### src/aaf_pkg.sv
// types and constants shared by the accumulator alu blocks
// no dependencies
`default_nettype none

package aaf_pkg;

    localparam int KIND_W    = 4;
    localparam int OPERAND_W = 20;
    localparam int SHIFT_W   = 7;
    localparam int ACC_W     = 20;

    typedef enum logic [KIND_W-1:0] {
        KIND_LOAD  = 4'd0,
        KIND_NAND  = 4'd1,
        KIND_ADD   = 4'd2,
        KIND_AND   = 4'd3,
        KIND_OR    = 4'd4,
        KIND_XOR   = 4'd5,
        KIND_NOT   = 4'd6,
        KIND_NEG   = 4'd7,
        KIND_SUB   = 4'd8,
        KIND_SHIFT = 4'd9,
        KIND_MUL   = 4'd10
    } kind_t;

    typedef struct packed {
        logic z;
        logic c;
        logic o;
        logic n;
    } flags_t;

endpackage

`default_nettype wire

### src/aaf_cmd_if.sv
// command channel: operation code, operand word and shift distance
// depends on aaf_pkg
`default_nettype none

interface aaf_cmd_if;
    logic                                  valid;
    logic                                  ready;
    logic [aaf_pkg::KIND_W-1:0]            kind;
    logic signed [aaf_pkg::OPERAND_W-1:0]  operand;
    logic signed [aaf_pkg::SHIFT_W-1:0]    shift_amount;

    modport source (output valid, kind, operand, shift_amount, input ready);
    modport sink   (input valid, kind, operand, shift_amount, output ready);
endinterface

`default_nettype wire

### src/aaf_res_if.sv
// result channel: accumulator value and the four flags
// depends on aaf_pkg
`default_nettype none

interface aaf_res_if;
    logic                              valid;
    logic                              ready;
    logic signed [aaf_pkg::ACC_W-1:0]  acc_value;
    logic                              zero_flag;
    logic                              carry_flag;
    logic                              overflow_flag;
    logic                              negative_flag;

    modport source (output valid, acc_value, zero_flag, carry_flag, overflow_flag,
                    negative_flag, input ready);
    modport sink   (input valid, acc_value, zero_flag, carry_flag, overflow_flag,
                    negative_flag, output ready);
endinterface

`default_nettype wire

### src/aaf_exec.sv
// combinational execute stage: adder, logic unit, barrel shifter, multiplier, flags
// depends on aaf_pkg
`default_nettype none

module aaf_exec #(
    parameter int WIDTH = 20
) (
    input  wire logic [WIDTH-1:0]                      acc,
    input  wire aaf_pkg::flags_t                       flags,
    input  wire logic [aaf_pkg::KIND_W-1:0]            kind,
    input  wire logic signed [aaf_pkg::OPERAND_W-1:0]  operand,
    input  wire logic signed [aaf_pkg::SHIFT_W-1:0]    shift_amount,
    output logic [WIDTH-1:0]                           acc_next,
    output aaf_pkg::flags_t                            flags_next,
    output logic [aaf_pkg::ACC_W-1:0]                  acc_view
);

    localparam int SW = aaf_pkg::SHIFT_W;

    aaf_pkg::kind_t   op;
    logic [WIDTH-1:0] b;
    logic [WIDTH-1:0] add_x;
    logic [WIDTH-1:0] add_y;
    logic             add_cin;
    logic [WIDTH:0]   sum;
    logic             add_ovf;
    logic [SW-1:0]    sh_u;
    logic [SW-1:0]    rmag;
    logic [SW-2:0]    lamt;
    logic             sh_left;
    logic             sh_right;
    logic [WIDTH-1:0] lsh_v;
    logic [WIDTH-1:0] lsh_r;
    logic [WIDTH-1:0] rsh_r;
    logic [WIDTH-1:0] prod;
    logic             known;

    assign op = aaf_pkg::kind_t'(kind);

    // operand word brought to accumulator width
    if (WIDTH > aaf_pkg::OPERAND_W) begin : g_op_ext
        assign b = {{(WIDTH-aaf_pkg::OPERAND_W){operand[aaf_pkg::OPERAND_W-1]}}, operand};
    end else begin : g_op_trunc
        assign b = operand[WIDTH-1:0];
    end

    // one shared adder for add, negate (~a + 1) and subtract (a + ~b + 1)
    always_comb
    begin
        add_x   = acc;
        add_y   = b;
        add_cin = 1'b0;
        case (op)
            aaf_pkg::KIND_NEG:
            begin
                add_x   = ~acc;
                add_y   = '0;
                add_cin = 1'b1;
            end
            aaf_pkg::KIND_SUB:
            begin
                add_y   = ~b;
                add_cin = 1'b1;
            end
            default:
            begin
                add_x   = acc;
            end
        endcase
    end

    assign sum     = {1'b0, add_x} + {1'b0, add_y} + {{WIDTH{1'b0}}, add_cin};
    assign add_ovf = (add_x[WIDTH-1] == add_y[WIDTH-1]) && (sum[WIDTH-1] != add_x[WIDTH-1]);

    // barrel shifter; distances of WIDTH or more shift everything out
    assign sh_u     = shift_amount;
    assign sh_left  = !sh_u[SW-1] && (sh_u != '0);
    assign sh_right = sh_u[SW-1];
    assign lamt     = sh_u[SW-2:0] - 1'b1;
    assign rmag     = (~sh_u) + 1'b1;
    assign lsh_v    = acc << lamt;
    assign lsh_r    = lsh_v << 1;
    assign rsh_r    = acc >> rmag;

    // only the low WIDTH bits of the product are kept
    assign prod = acc * b;

    always_comb
    begin
        acc_next   = acc;
        flags_next = flags;
        known      = 1'b1;
        case (op) inside
            aaf_pkg::KIND_LOAD:  acc_next = b;
            aaf_pkg::KIND_NAND:  acc_next = ~(acc & b);
            aaf_pkg::KIND_AND:   acc_next = acc & b;
            aaf_pkg::KIND_OR:    acc_next = acc | b;
            aaf_pkg::KIND_XOR:   acc_next = acc ^ b;
            aaf_pkg::KIND_NOT:   acc_next = ~acc;
            aaf_pkg::KIND_MUL:   acc_next = prod;
            aaf_pkg::KIND_ADD, aaf_pkg::KIND_NEG, aaf_pkg::KIND_SUB:
            begin
                acc_next     = sum[WIDTH-1:0];
                flags_next.c = sum[WIDTH];
                flags_next.o = add_ovf;
            end
            aaf_pkg::KIND_SHIFT:
            begin
                if (sh_left)
                begin
                    acc_next     = lsh_r;
                    flags_next.c = lsh_v[WIDTH-1];
                    flags_next.o = lsh_v[WIDTH-1] ^ lsh_r[WIDTH-1];
                end
                else if (sh_right)
                begin
                    acc_next = rsh_r;
                end
            end
            default:
            begin
                known = 1'b0;
            end
        endcase

        // load and the or/xor/mul group drop carry and overflow
        case (op) inside
            aaf_pkg::KIND_LOAD, aaf_pkg::KIND_OR, aaf_pkg::KIND_XOR, aaf_pkg::KIND_MUL:
            begin
                flags_next.c = 1'b0;
                flags_next.o = 1'b0;
            end
            default:
            begin
                flags_next.z = flags_next.z;
            end
        endcase

        if (known)
        begin
            flags_next.z = (acc_next == '0);
            flags_next.n = acc_next[WIDTH-1];
        end
    end

    // view on the result field, zero filled when the accumulator is narrower
    if (WIDTH >= aaf_pkg::ACC_W) begin : g_view_trunc
        assign acc_view = acc_next[aaf_pkg::ACC_W-1:0];
    end else begin : g_view_ext
        assign acc_view = {{(aaf_pkg::ACC_W-WIDTH){1'b0}}, acc_next};
    end

endmodule

`default_nettype wire

### src/accumulator_alu_with_flags.sv
// accumulator alu top level: command register, execute stage, result register
// depends on aaf_pkg, aaf_cmd_if, aaf_res_if, aaf_exec
//
// usage
//   cmd carries one operation per transfer: kind (load, nand, add, and, or, xor,
//   not, negate, subtract, shift, multiply), a 20-bit operand and a signed shift
//   distance. res returns, for every command, the new accumulator and the
//   Z, C, O and N flags. codes 11 to 15 leave everything unchanged and report it.
//   from a cmd transfer to res valid, the command is first registered in the
//   command stage, then executed in one pass through the adder, barrel
//   shifter and multiplier, and the accumulator and result register load
//   together. throughput is one command per cycle while res is not stalled;
//   the accumulator feedback loop runs through the combinational execute stage.
//   the result register parts the two sides: a command is taken while a
//   result waits, and only when both the command stage and the result register
//   are full and res is stalled does cmd.ready drop. nothing is dropped or
//   repeated under any pattern of stalls.
//   reset (rst_n low, asynchronous) clears the accumulator, sets Z, clears
//   C, O and N, and empties both stages.
`default_nettype none

module accumulator_alu_with_flags #(
    parameter int WIDTH = 20
) (
    input  wire logic   clk,
    input  wire logic   rst_n,
    aaf_cmd_if.sink     cmd,
    aaf_res_if.source   res
);

    // command stage
    logic                                  s1_valid_reg;
    logic                                  s1_valid_next;
    logic [aaf_pkg::KIND_W-1:0]            s1_kind_reg;
    logic signed [aaf_pkg::OPERAND_W-1:0]  s1_operand_reg;
    logic signed [aaf_pkg::SHIFT_W-1:0]    s1_shift_reg;

    // architectural state
    logic [WIDTH-1:0]                      acc_reg;
    logic [WIDTH-1:0]                      acc_next;
    aaf_pkg::flags_t                       flag_reg;
    aaf_pkg::flags_t                       flag_next;

    // result register
    logic                                  out_valid_reg;
    logic                                  out_valid_next;
    logic [aaf_pkg::ACC_W-1:0]             res_acc_reg;
    logic [aaf_pkg::ACC_W-1:0]             res_acc_next;
    aaf_pkg::flags_t                       res_flags_reg;

    logic                                  out_free;
    logic                                  s1_fire;
    logic                                  cmd_fire;

    // handshake: the result register frees when empty or being taken
    assign out_free  = !out_valid_reg || res.ready;
    assign s1_fire   = s1_valid_reg && out_free;
    assign cmd.ready = !s1_valid_reg || out_free;
    assign cmd_fire  = cmd.valid && cmd.ready;

    assign s1_valid_next  = cmd_fire ? 1'b1 : (s1_fire ? 1'b0 : s1_valid_reg);
    assign out_valid_next = s1_fire ? 1'b1 : (res.ready ? 1'b0 : out_valid_reg);

    aaf_exec #(
        .WIDTH (WIDTH)
    ) u_exec (
        .acc          (acc_reg),
        .flags        (flag_reg),
        .kind         (s1_kind_reg),
        .operand      (s1_operand_reg),
        .shift_amount (s1_shift_reg),
        .acc_next     (acc_next),
        .flags_next   (flag_next),
        .acc_view     (res_acc_next)
    );

    // control and architectural state
    always_ff @(posedge clk or negedge rst_n)
    begin
        if (!rst_n)
        begin
            s1_valid_reg  <= 1'b0;
            out_valid_reg <= 1'b0;
            acc_reg       <= '0;
            flag_reg      <= '{z: 1'b1, c: 1'b0, o: 1'b0, n: 1'b0};
        end
        else
        begin
            s1_valid_reg  <= s1_valid_next;
            out_valid_reg <= out_valid_next;
            if (s1_fire)
            begin
                acc_reg  <= acc_next;
                flag_reg <= flag_next;
            end
        end
    end

    // payload registers, no reset needed
    always_ff @(posedge clk)
    begin
        if (cmd_fire)
        begin
            s1_kind_reg    <= cmd.kind;
            s1_operand_reg <= cmd.operand;
            s1_shift_reg   <= cmd.shift_amount;
        end
        if (s1_fire)
        begin
            res_acc_reg   <= res_acc_next;
            res_flags_reg <= flag_next;
        end
    end

    assign res.valid         = out_valid_reg;
    assign res.acc_value     = res_acc_reg;
    assign res.zero_flag     = res_flags_reg.z;
    assign res.carry_flag    = res_flags_reg.c;
    assign res.overflow_flag = res_flags_reg.o;
    assign res.negative_flag = res_flags_reg.n;

    // Z and N always agree with the accumulator they describe
    a_zn_consistent: assert property (@(posedge clk) disable iff (!rst_n)
        (flag_reg.z == (acc_reg == '0)) && (flag_reg.n == acc_reg[WIDTH-1]))
        else $error("Z or N flag disagrees with accumulator");

    // state moves only when a command executes
    a_acc_hold: assert property (@(posedge clk) disable iff (!rst_n)
        !s1_fire |=> $stable(acc_reg) && $stable(flag_reg))
        else $error("accumulator changed without an executed command");

    // an executed command always lands in the result register
    a_exec_result: assert property (@(posedge clk) disable iff (!rst_n)
        s1_fire |=> out_valid_reg && (res_flags_reg == flag_reg))
        else $error("executed command did not produce a result");

    // a blocked command stage keeps its command
    a_s1_hold: assert property (@(posedge clk) disable iff (!rst_n)
        s1_valid_reg && !out_free |=> s1_valid_reg && $stable(s1_kind_reg)
            && $stable(s1_operand_reg) && $stable(s1_shift_reg))
        else $error("stalled command stage lost its command");

endmodule

`default_nettype wire
### src/flat_wrapper.sv
// flat-port wrapper written by rule: the top's interface ports become plain ports
module accumulator_alu_with_flags_flat 
#(
    parameter int WIDTH = 20
)
  (clk, rst_n, cmd_valid, cmd_kind, cmd_operand, cmd_shift_amount, cmd_ready, res_valid, res_acc_value, res_zero_flag, res_carry_flag, res_overflow_flag, res_negative_flag, res_ready);
  aaf_cmd_if cmd_i ();
  aaf_res_if res_i ();
  input  wire logic clk;
  input  wire logic rst_n;
  input wire logic [$bits(cmd_i.valid)-1:0] cmd_valid;
  input wire logic [$bits(cmd_i.kind)-1:0] cmd_kind;
  input wire logic [$bits(cmd_i.operand)-1:0] cmd_operand;
  input wire logic [$bits(cmd_i.shift_amount)-1:0] cmd_shift_amount;
  output wire logic [$bits(cmd_i.ready)-1:0] cmd_ready;
  output wire logic [$bits(res_i.valid)-1:0] res_valid;
  output wire logic [$bits(res_i.acc_value)-1:0] res_acc_value;
  output wire logic [$bits(res_i.zero_flag)-1:0] res_zero_flag;
  output wire logic [$bits(res_i.carry_flag)-1:0] res_carry_flag;
  output wire logic [$bits(res_i.overflow_flag)-1:0] res_overflow_flag;
  output wire logic [$bits(res_i.negative_flag)-1:0] res_negative_flag;
  input wire logic [$bits(res_i.ready)-1:0] res_ready;
  assign cmd_i.valid = cmd_valid;
  assign cmd_i.kind = cmd_kind;
  assign cmd_i.operand = cmd_operand;
  assign cmd_i.shift_amount = cmd_shift_amount;
  assign cmd_ready = cmd_i.ready;
  assign res_valid = res_i.valid;
  assign res_acc_value = res_i.acc_value;
  assign res_zero_flag = res_i.zero_flag;
  assign res_carry_flag = res_i.carry_flag;
  assign res_overflow_flag = res_i.overflow_flag;
  assign res_negative_flag = res_i.negative_flag;
  assign res_i.ready = res_ready;
  accumulator_alu_with_flags #(.WIDTH(WIDTH)) u_core (.clk(clk), .rst_n(rst_n), .cmd(cmd_i), .res(res_i));
endmodule
### config.mk
export PLATFORM = sky130hd
export DESIGN_NAME = accumulator_alu_with_flags_flat
export DESIGN_NICKNAME = d
export VERILOG_FILES = /design/src/aaf_pkg.sv /design/src/aaf_cmd_if.sv /design/src/aaf_res_if.sv /design/src/aaf_exec.sv /design/src/accumulator_alu_with_flags.sv /design/src/flat_wrapper.sv
export SDC_FILE = /design/constraint.sdc
export NUM_CORES = 1
export LEC_CHECK = 0
export BUFFER_PORTS_ARGS = -buffer_cell sky130_fd_sc_hd__buf_2
export CORE_ASPECT_RATIO = 2
export CORE_MARGIN = 5
export CORE_UTILIZATION = 36
export DETAILED_ROUTE_END_ITERATION = 16
export GPL_TIMING_DRIVEN = 0
export SKIP_CTS_REPAIR_TIMING = 1
export SYNTH_ARGS = -nofsm -noshare
export SYNTH_HDL_FRONTEND = slang
export SYNTH_SLANG_ARGS = --single-unit
### constraint.sdc
create_clock -name clk -period 12.7 [get_ports clk]
set_input_delay 1.905 -clock clk [delete_from_list [all_inputs] [get_ports clk]]
set_output_delay 1.905 -clock clk [all_outputs]
set_load 0.02 [all_outputs]
Word-level counts from Yosys, hierarchy flattened
Index checks and enable logic that the tools add are counted.
Widths: inputs -> output; s select.
- register bits after elaboration: 81
- input port bits: 35
- output and inout port bits: 26
- logic and storage cells: 99
- add/sub/neg operators: 4
- multipliers: 1
- eq/ne operators: 12
- shift operators: 2
- multiplexer cells: 40
- bitwise gates (word level): 8
- reductions and logical operators: 17
- operator list (operator ; number):
    $mux 20 ; 12
    $not 20->20 ; 3
    $pmux 20 s2 ; 1
    $mux 2 ; 11
    $add 20x20->21 ; 1
    $add 21x1->21 ; 1
    $and 20x20->20 ; 1
    $logic_not 20->1 ; 1
    $mul 20x20->20 ; 1
    $or 20x20->20 ; 1
    $shl 20x6->20 ; 1
    $shr 20x7->20 ; 1
    $xor 20x20->20 ; 1
    $eq 4x3->1 const B ; 4
    $mux 1 ; 16
    $eq 4x4->1 const B ; 3
    $eq 4x2->1 const B ; 2
    $add 7x1->7 const B ; 1
    $not 7->7 ; 1
    $reduce_bool 7->1 ; 1
    $sub 6x1->6 const B ; 1
    $eq 4x1->1 const B ; 1
    $logic_and 1x1->1 ; 4
    $logic_not 4->1 ; 1
    9 further kinds ; 13

Depth between registers and ports, before layout
Gate-level depths: netlist (run 1).
- word-level depth: 16
- gate-level depth with buffers: 28
- gate-level depth less buffers: 27

Modules after synthesis
A second synthesis (run 1) with hierarchy kept.
- cells, all modules: 1856
- area, all modules: 15384.8 µm²
- by module, submodules not included (module ; instances ; cells an instance ; area each (µm²) ; sequential area each (µm²)):
    aaf_exec ; 1 ; 1742 ; 12662.1 ; 0.0
    accumulator_alu_with_flags ; 1 ; 114 ; 2722.6 ; 2303.5

Worst setup path before layout (run 1)
No wires, ideal clock.
- kind: reg-to-reg
- start point: reg u_core.acc_reg[9]
- end point: reg u_core.res_flags_reg, in the netlist u_core.res.zero_flag, data pin
- setup time: 0.262 ns
- arrival time: 6.601 ns
- data required time: 12.438 ns
- path slack: 5.837 ns
- stages on the path, launching flop included: 28
- path buffers: 1
- period minus slack after synthesis: 6.863 ns
- cells stage by stage: dfrtp_1 -> clkbuf_1 -> clkinv_1 -> nor2_1 -> fa_1 -> fa_1 -> inv_1 -> fa_1 -> inv_1 -> fa_1 -> inv_1 -> fa_1 -> inv_1 -> fa_1 -> inv_1 -> fa_1 -> inv_1 -> ha_1 -> a21o_1 -> a21o_1 -> a22oi_1 -> nand3_1 -> a41oi_1 -> xnor2_1 -> nand2_1 -> a31oi_1 -> or2_2 -> o21ai_0
- RTL lines (item ; RTL line ; RTL):
    start, declared ; accumulator_alu_with_flags.sv:39 ; logic [WIDTH-1:0] acc_reg;
    start signal, assigned ; accumulator_alu_with_flags.sv:93 ; acc_reg <= acc_next;
    end signal, assigned ; accumulator_alu_with_flags.sv:111 ; res_flags_reg <= flag_next;
    end, declared ; accumulator_alu_with_flags.sv:49 ; aaf_pkg::flags_t res_flags_reg;

==> summary.txt, run 1 <==
Route
  • DRC errors left: 0
  • DRT iter0 DRCs: 1613
  • Wire per inst: 34.9 um
  • Routed via count: 16090
  • WL final: 89400 um
  • Vias per Instance: 6.28
  • Post-route ant nets: 0
  • Drt pass-1 iters: 6

Clock network
  • CTS Sinks: 81
  • Max H-tree Level: 3
  • CTS Buf Count: 9
  • Clock Latency Late Sink: 0.38 ns
  • Worst-path clk slew: 0.07 ns
  • Root Buffer: clkbuf_16
  • CTS tree: built
  • Max Buffers Root-to-Sink: 2

Floorplan
  • Core footprint: 0.0426 mm2
  • Initial Util: 0.364
  • Total die area: 0.0476 mm2
  • Die Span Y: 304 um
  • Die Wd: 157 um
  • I/O Pins: 61
  • Row count: 107

Global route
  • Largest net degree at the start of global routing: 34
  • Global-route wire length before repair: 125000 um
  • Number of global-route vias before repair: 16785
  • Antenna violations before repair: 5
  • GRT Overall Usage: 0.377
  • Grt ovf: 0

Critical path
  • CP endpoint kind: register
  • CP Launch Point: u_core.acc_reg[7]
  • CP most frequent cell: fa_1
  • Crit-path max cell delay: 1.22 ns
  • Reg-to-reg startpoint: u_core.acc_reg[7]
  • Top cell family by delay on the critical path: adder cells
  • CP bufs+invs: 8
  • R2R depth: 27
  • R2R Path End: u_core.res.zero_flag
  • Setup crit start kind: register
  • Required @ worst endpoint: 12.92 ns
  • Arr. time, crit path: 10.36 ns
  • Max Fanout on Critical Path: 10
  • Critical path class: reg2reg
  • Critical path's slowest cell: clkbuf_1
  • FF-to-FF setup slack: 2.57 ns

Timing
  • Fin Setup TNS: 0 ns
  • Endpoints failing setup: 0
  • Final min period: 10.13 ns
  • Worst rel slew slack: -0.0731
  • Final worst path period share: 0.798
  • Clock skew: 0.0162 ns
  • Fmax achieved: 98.7 MHz
  • Slew Limit Fails: 11
  • Final Hold Fails: 0
  • RSZ-0062 raised after global routing: no
  • Worst Max-Slew Pin Slew: 1.61 ns

Layout
  • Sequential Area: 0.00230 mm2
  • Area grow syn2layout: 8.54%
  • Multi-input logic area: 0.0118 mm2
  • # fillers: 4480
  • Layout cells sized above 1: 0.0715
  • Nets: 2313

Synth
  • Netlist cell types: 86
  • Prevailing post-synth register cell: edfxtp_1
  • Seq/Total Area, Yosys: 0.149
  • Cells after Synth: 1939
  • #FFs+latches synth: 81
  • Syn avg cell area: 8.00 um2
  • Mapped Nets: 2242
  • Most common cell in the netlist: nand2_1
  • Post-Syn Area: 0.0155 mm2
  • Most frequent cells after synthesis: nand2_1, inv_1, nor2_1
  • Post-synth ARST share: 0.321
  • Post-synth EDFFs: 55
  • Yosys top cell area share: 0.179
  • Synth area leaders: fa_1, edfxtp_1, ha_1, nand2_1, inv_1
  • Yosys top cell by area: fa_1
  • YS warnings: 0

Min path
  • Worst Hold Launch: u_core.s1_valid_reg
  • Hold worst-path end: u_core.res.valid
  • Type of the most critical hold path: reg2reg
  • Hold path depth: 1

Placed design
  • Placer Congestion: 1.12
  • Port Buffers: 60
  • Placed wire-length estimate: 71400 um

Run status
  • Status: complete, but fails checks
  • Failing checks: max-capacitance violations, max-slew violations

Job
  • Max-cap violation count: 1
-- metrics by stage --
step	hold slack (ns)	utilization	cells	area (um2)	worst slack, ns
finish	0.505	0.395	2563	16800	2.57
detailed placement	0.489	0.387	2544	16500	2.77
floorplan	0.457	-	1939	15500	5.84
CTS	0.508	0.395	2560	16800	2.79
global placement	0.476	0.387	2544	16500	2.98
global route	0.517	0.395	2560	16800	2.53
-- cell usage in the layout (no fill, tap or decap), types with 9 or more instances in the layout --
cell type	instances
dfrtp_1	25
mux4_2	18
or3_1	11
a221oi_1	10
xnor2_1	69
clkbuf_1	80
and2_1	9
a2111oi_0	10
nand2b_1	17
inv_1	237
and3_1	10
nor4_1	9
nor2_1	194
o211ai_1	10
clkbuf_16	9
nand2_1	242
a31oi_1	20
nor2b_1	12
buf_2	79
nand3_1	30
a211oi_1	16
fa_1	139
o21ai_0	120
ha_1	129
a21oi_1	104
a21o_1	22
clkinv_1	13
a22oi_1	23
buf_1	21
xor2_1	17
o22ai_1	30
mux2i_1	23
edfxtp_1	55
nor3_1	31
-- per-layer routing --
| layer | wire, um | vias to the layer above | GRT usage |
|---|---|---|---|
| met1 | 27100 | 7848 | 0.350 |
| met5 | 0 | - | 0.00106 |
| met4 | 12200 | 0 | 0.398 |
| met3 | 5760 | 449 | 0.0766 |
| met2 | 44300 | 971 | 0.649 |
| li1 | - | 6822 | - |
-- area by class of cell --
cell class | instances | share of cell area
buffer | 123 | 0.0294
antenna | 3 | 0.000446
inverter | 249 | 0.0555
multi-input combinational | 1486 | 0.700
clock buffer | 9 | 0.0134
timing repair buffer | 60 | 0.0178
clock inverter | 7 | 0.00602
tap | 545 | 0.0405
sequential | 81 | 0.137
-- cell families after synthesis --
group,after synthesis,synth area share
flops,81,0.149
compound gates,472,0.201
buf+inv,372,0.0921
simple gates,609,0.176
fa+ha+maj,268,0.284
mux,47,0.0453
xor+xnor,90,0.0544
-- worst max-delay path by stage --
stage                     depth (start not counted)                    to
after floorplan                                  27  u_core.res.zero_flag
after global placement                           27  u_core.res.zero_flag
after detailed placement                         25  u_core.res.zero_flag
after CTS                                        25  u_core.res.zero_flag
after global routing                             25  u_core.res.zero_flag
final                                            27  u_core.res.zero_flag
Power of run 1 is left out: the tool's default activity adds up to more than one toggle a clock period on the data nets, which glitch-free logic cannot reach.
==> inputs of run 2 (changes only) <==
==> constraint.sdc (replaced) <==
create_clock -name clk -period 8.2 [get_ports clk]
set_input_delay 1.23 -clock clk [delete_from_list [all_inputs] [get_ports clk]]
set_output_delay 1.23 -clock clk [all_outputs]
set_load 0.02 [all_outputs]
==> summary.txt, run 2 (synthesis gave the netlist of run 1 again) <==
Floorplan
  • Initial Util: 0.364 (unchanged)
  • Total die area: 0.0476 mm2 (unchanged)
  • Die Wd: 157 um (unchanged)
  • Core footprint: 0.0426 mm2 (unchanged)
  • Row count: 107 (unchanged)
  • Die Span Y: 304 um (unchanged)
  • I/O Pins: 61 (unchanged)

Critical path
  • Arr. time, crit path: 8.29 ns (-2.07 ns)
  • Max Fanout on Critical Path: 10 (unchanged)
  • R2R depth: 25 (-7.4%)
  • CP Launch Point: u_core.acc_reg[11]
  • Reg-to-reg startpoint: u_core.acc_reg[11]
  • Setup crit start kind: register
  • FF-to-FF setup slack: 0.04 ns (-2.53 ns)
  • CP endpoint kind: register
  • R2R Path End: u_core.res.zero_flag
  • Critical path's slowest cell: a31oi_1
  • Required @ worst endpoint: 8.32 ns (-4.60 ns)
  • Worst Setup EP: u_core.res.zero_flag
  • Crit-path max cell delay: 0.69 ns (-0.53 ns)
  • CP most frequent cell: fa_1
  • Critical path class: reg2reg

Layout
  • Area grow syn2layout: 10.7%
  • Commonest non-fill, non-tap cells in the layout: nand2_1, inv_1, nor2_1, fa_1, ha_1
  • Most common cell after layout, fill and taps aside: nand2_1
  • Layout cells sized above 1: 0.0997 (+0.0282)
  • Nets: 2335 (+0.95%)

Job
  • Max-cap violation count: 0 (-1)

Clock network
  • CTS Sinks: 81 (unchanged)
  • CTS tree: built
  • Max Buffers Root-to-Sink: 2 (unchanged)
  • Max H-tree Level: 3 (unchanged)
  • Worst-path clk slew: 0.07 ns (about the same)
  • Root Buffer: clkbuf_16
  • CTS Buf Count: 9 (unchanged)
  • Clock Latency Late Sink: 0.38 ns (about the same)

Route
  • DRC errors left: 0 (unchanged)
  • Vias per Instance: 6.30 (+0.39%)
  • WL met2: 43900 um (-0.88%)
  • Drt pass-1 iters: 8 (+2)
  • DRT iter0 DRCs: 1790 (+11%)
  • Routed wl met3: 6170 um (+7.2%)
  • DR top layer: met5
  • Routed via count: 16279 (+1.2%)
  • WL final: 89600 um (+0.26%)
  • Post-route ant nets: 0 (unchanged)
  • Metal1 wirelength: 26900 um (-0.74%)
  • Wire per inst: 34.7 um (-0.52%)

Min path
  • Type of the most critical hold path: reg2reg

Global route
  • Largest net degree at the start of global routing: 34 (unchanged)
  • Grt ovf: 0 (unchanged)
  • GRT Overall Usage: 0.377 (unchanged)
  • Global-route wire length before repair: 125000 um (unchanged)
  • Antenna violations before repair: 4 (-1)
  • Number of global-route vias before repair: 16785 (unchanged)

Timing
  • Worst Max-Slew Pin Slew: 1.29 ns (-0.321 ns)
  • Worst rel slew slack: 0.131 (+0.205)
  • RSZ-0062 raised after global routing: no
  • Final worst path period share: 0.996 (+0.198)
  • Endpoints failing setup: 0 (unchanged)
  • Clock skew: 0.0141 ns (-0.00216 ns)
  • Slew Limit Fails: 0 (-11)
  • WHS: 0.506 ns (+0.000791 ns)
  • Final min period: 8.16 ns (-1.97 ns)
  • Final Hold Fails: 0 (unchanged)
  • Fmax achieved: 122 MHz (+24%)

Placed design
  • Port Buffers: 60 (unchanged)
  • Placer Congestion: 1.12 (unchanged)
  • Placed wire-length estimate: 71400 um (unchanged)

Run status
  • Status: complete, no violations
run 2: through the flow:
stage	cell area, um2	std cells	setup TNS, ns	setup WS, ns	util
floorplan	15500	1939	0	1.34	-
global placement	16500	2544	-18.73	-1.52	0.387
detailed placement	16500	2544	-22.38	-1.73	0.387
CTS	16800	2560	-21.95	-1.71	0.395
global route	17200	2582	0	0.0251	0.403
finish	17200	2583	0	0.0365	0.403
run 2: worst min-delay path by stage:
stage | from | end | slack (ns) | cells past startpoint
2_1_floorplan | u_core.s1_valid_reg | u_core.res.valid | 0.46 | 1
3_3_place_gp | u_core.s1_valid_reg | u_core.res.valid | 0.48 | 1
3_5_place_dp | u_core.s1_valid_reg | u_core.res.valid | 0.49 | 1
4_1_cts | u_core.s1_valid_reg | u_core.res.valid | 0.51 | 1
5_1_grt | u_core.flag_reg[0] | u_core.flag_reg[0] | 0.52 | 1
6_report | u_core.s1_valid_reg | u_core.res.valid | 0.51 | 1
run 2: area by class of cell:
class | count | area (um2)
well taps | 545 | 682
inverters | 249 | 965
flip-flops and latches | 81 | 2310
clock inverters | 7 | 101
clock buffers | 9 | 225
repair buffers | 84 | 505
diodes | 1 | 2.50
plain buffers | 121 | 549
fillers | 4443 | 25400
multi-input cells | 1486 | 11800
run 2: metal layers:
metal,track usage,vias up
met3,0.0766,464
met4,0.398,2
met5,0.00106,-
met1,0.350,7961
met2,0.649,977
li1,-,6875
run 2: critical path: cells and delay by family, from the launching register on:
family / cells / cell delay (ns)
AOI/OAI and AO/OA: 5 / 1.47
DFF: 1 / 0.53
buffers and inverters: 6 / 1.03
and+or+nand+nor: 5 / 0.73
xor gates and xnor gates: 1 / 0.35
adders and majority gates: 8 / 3.78
Power of run 2 is left out for the same reason.
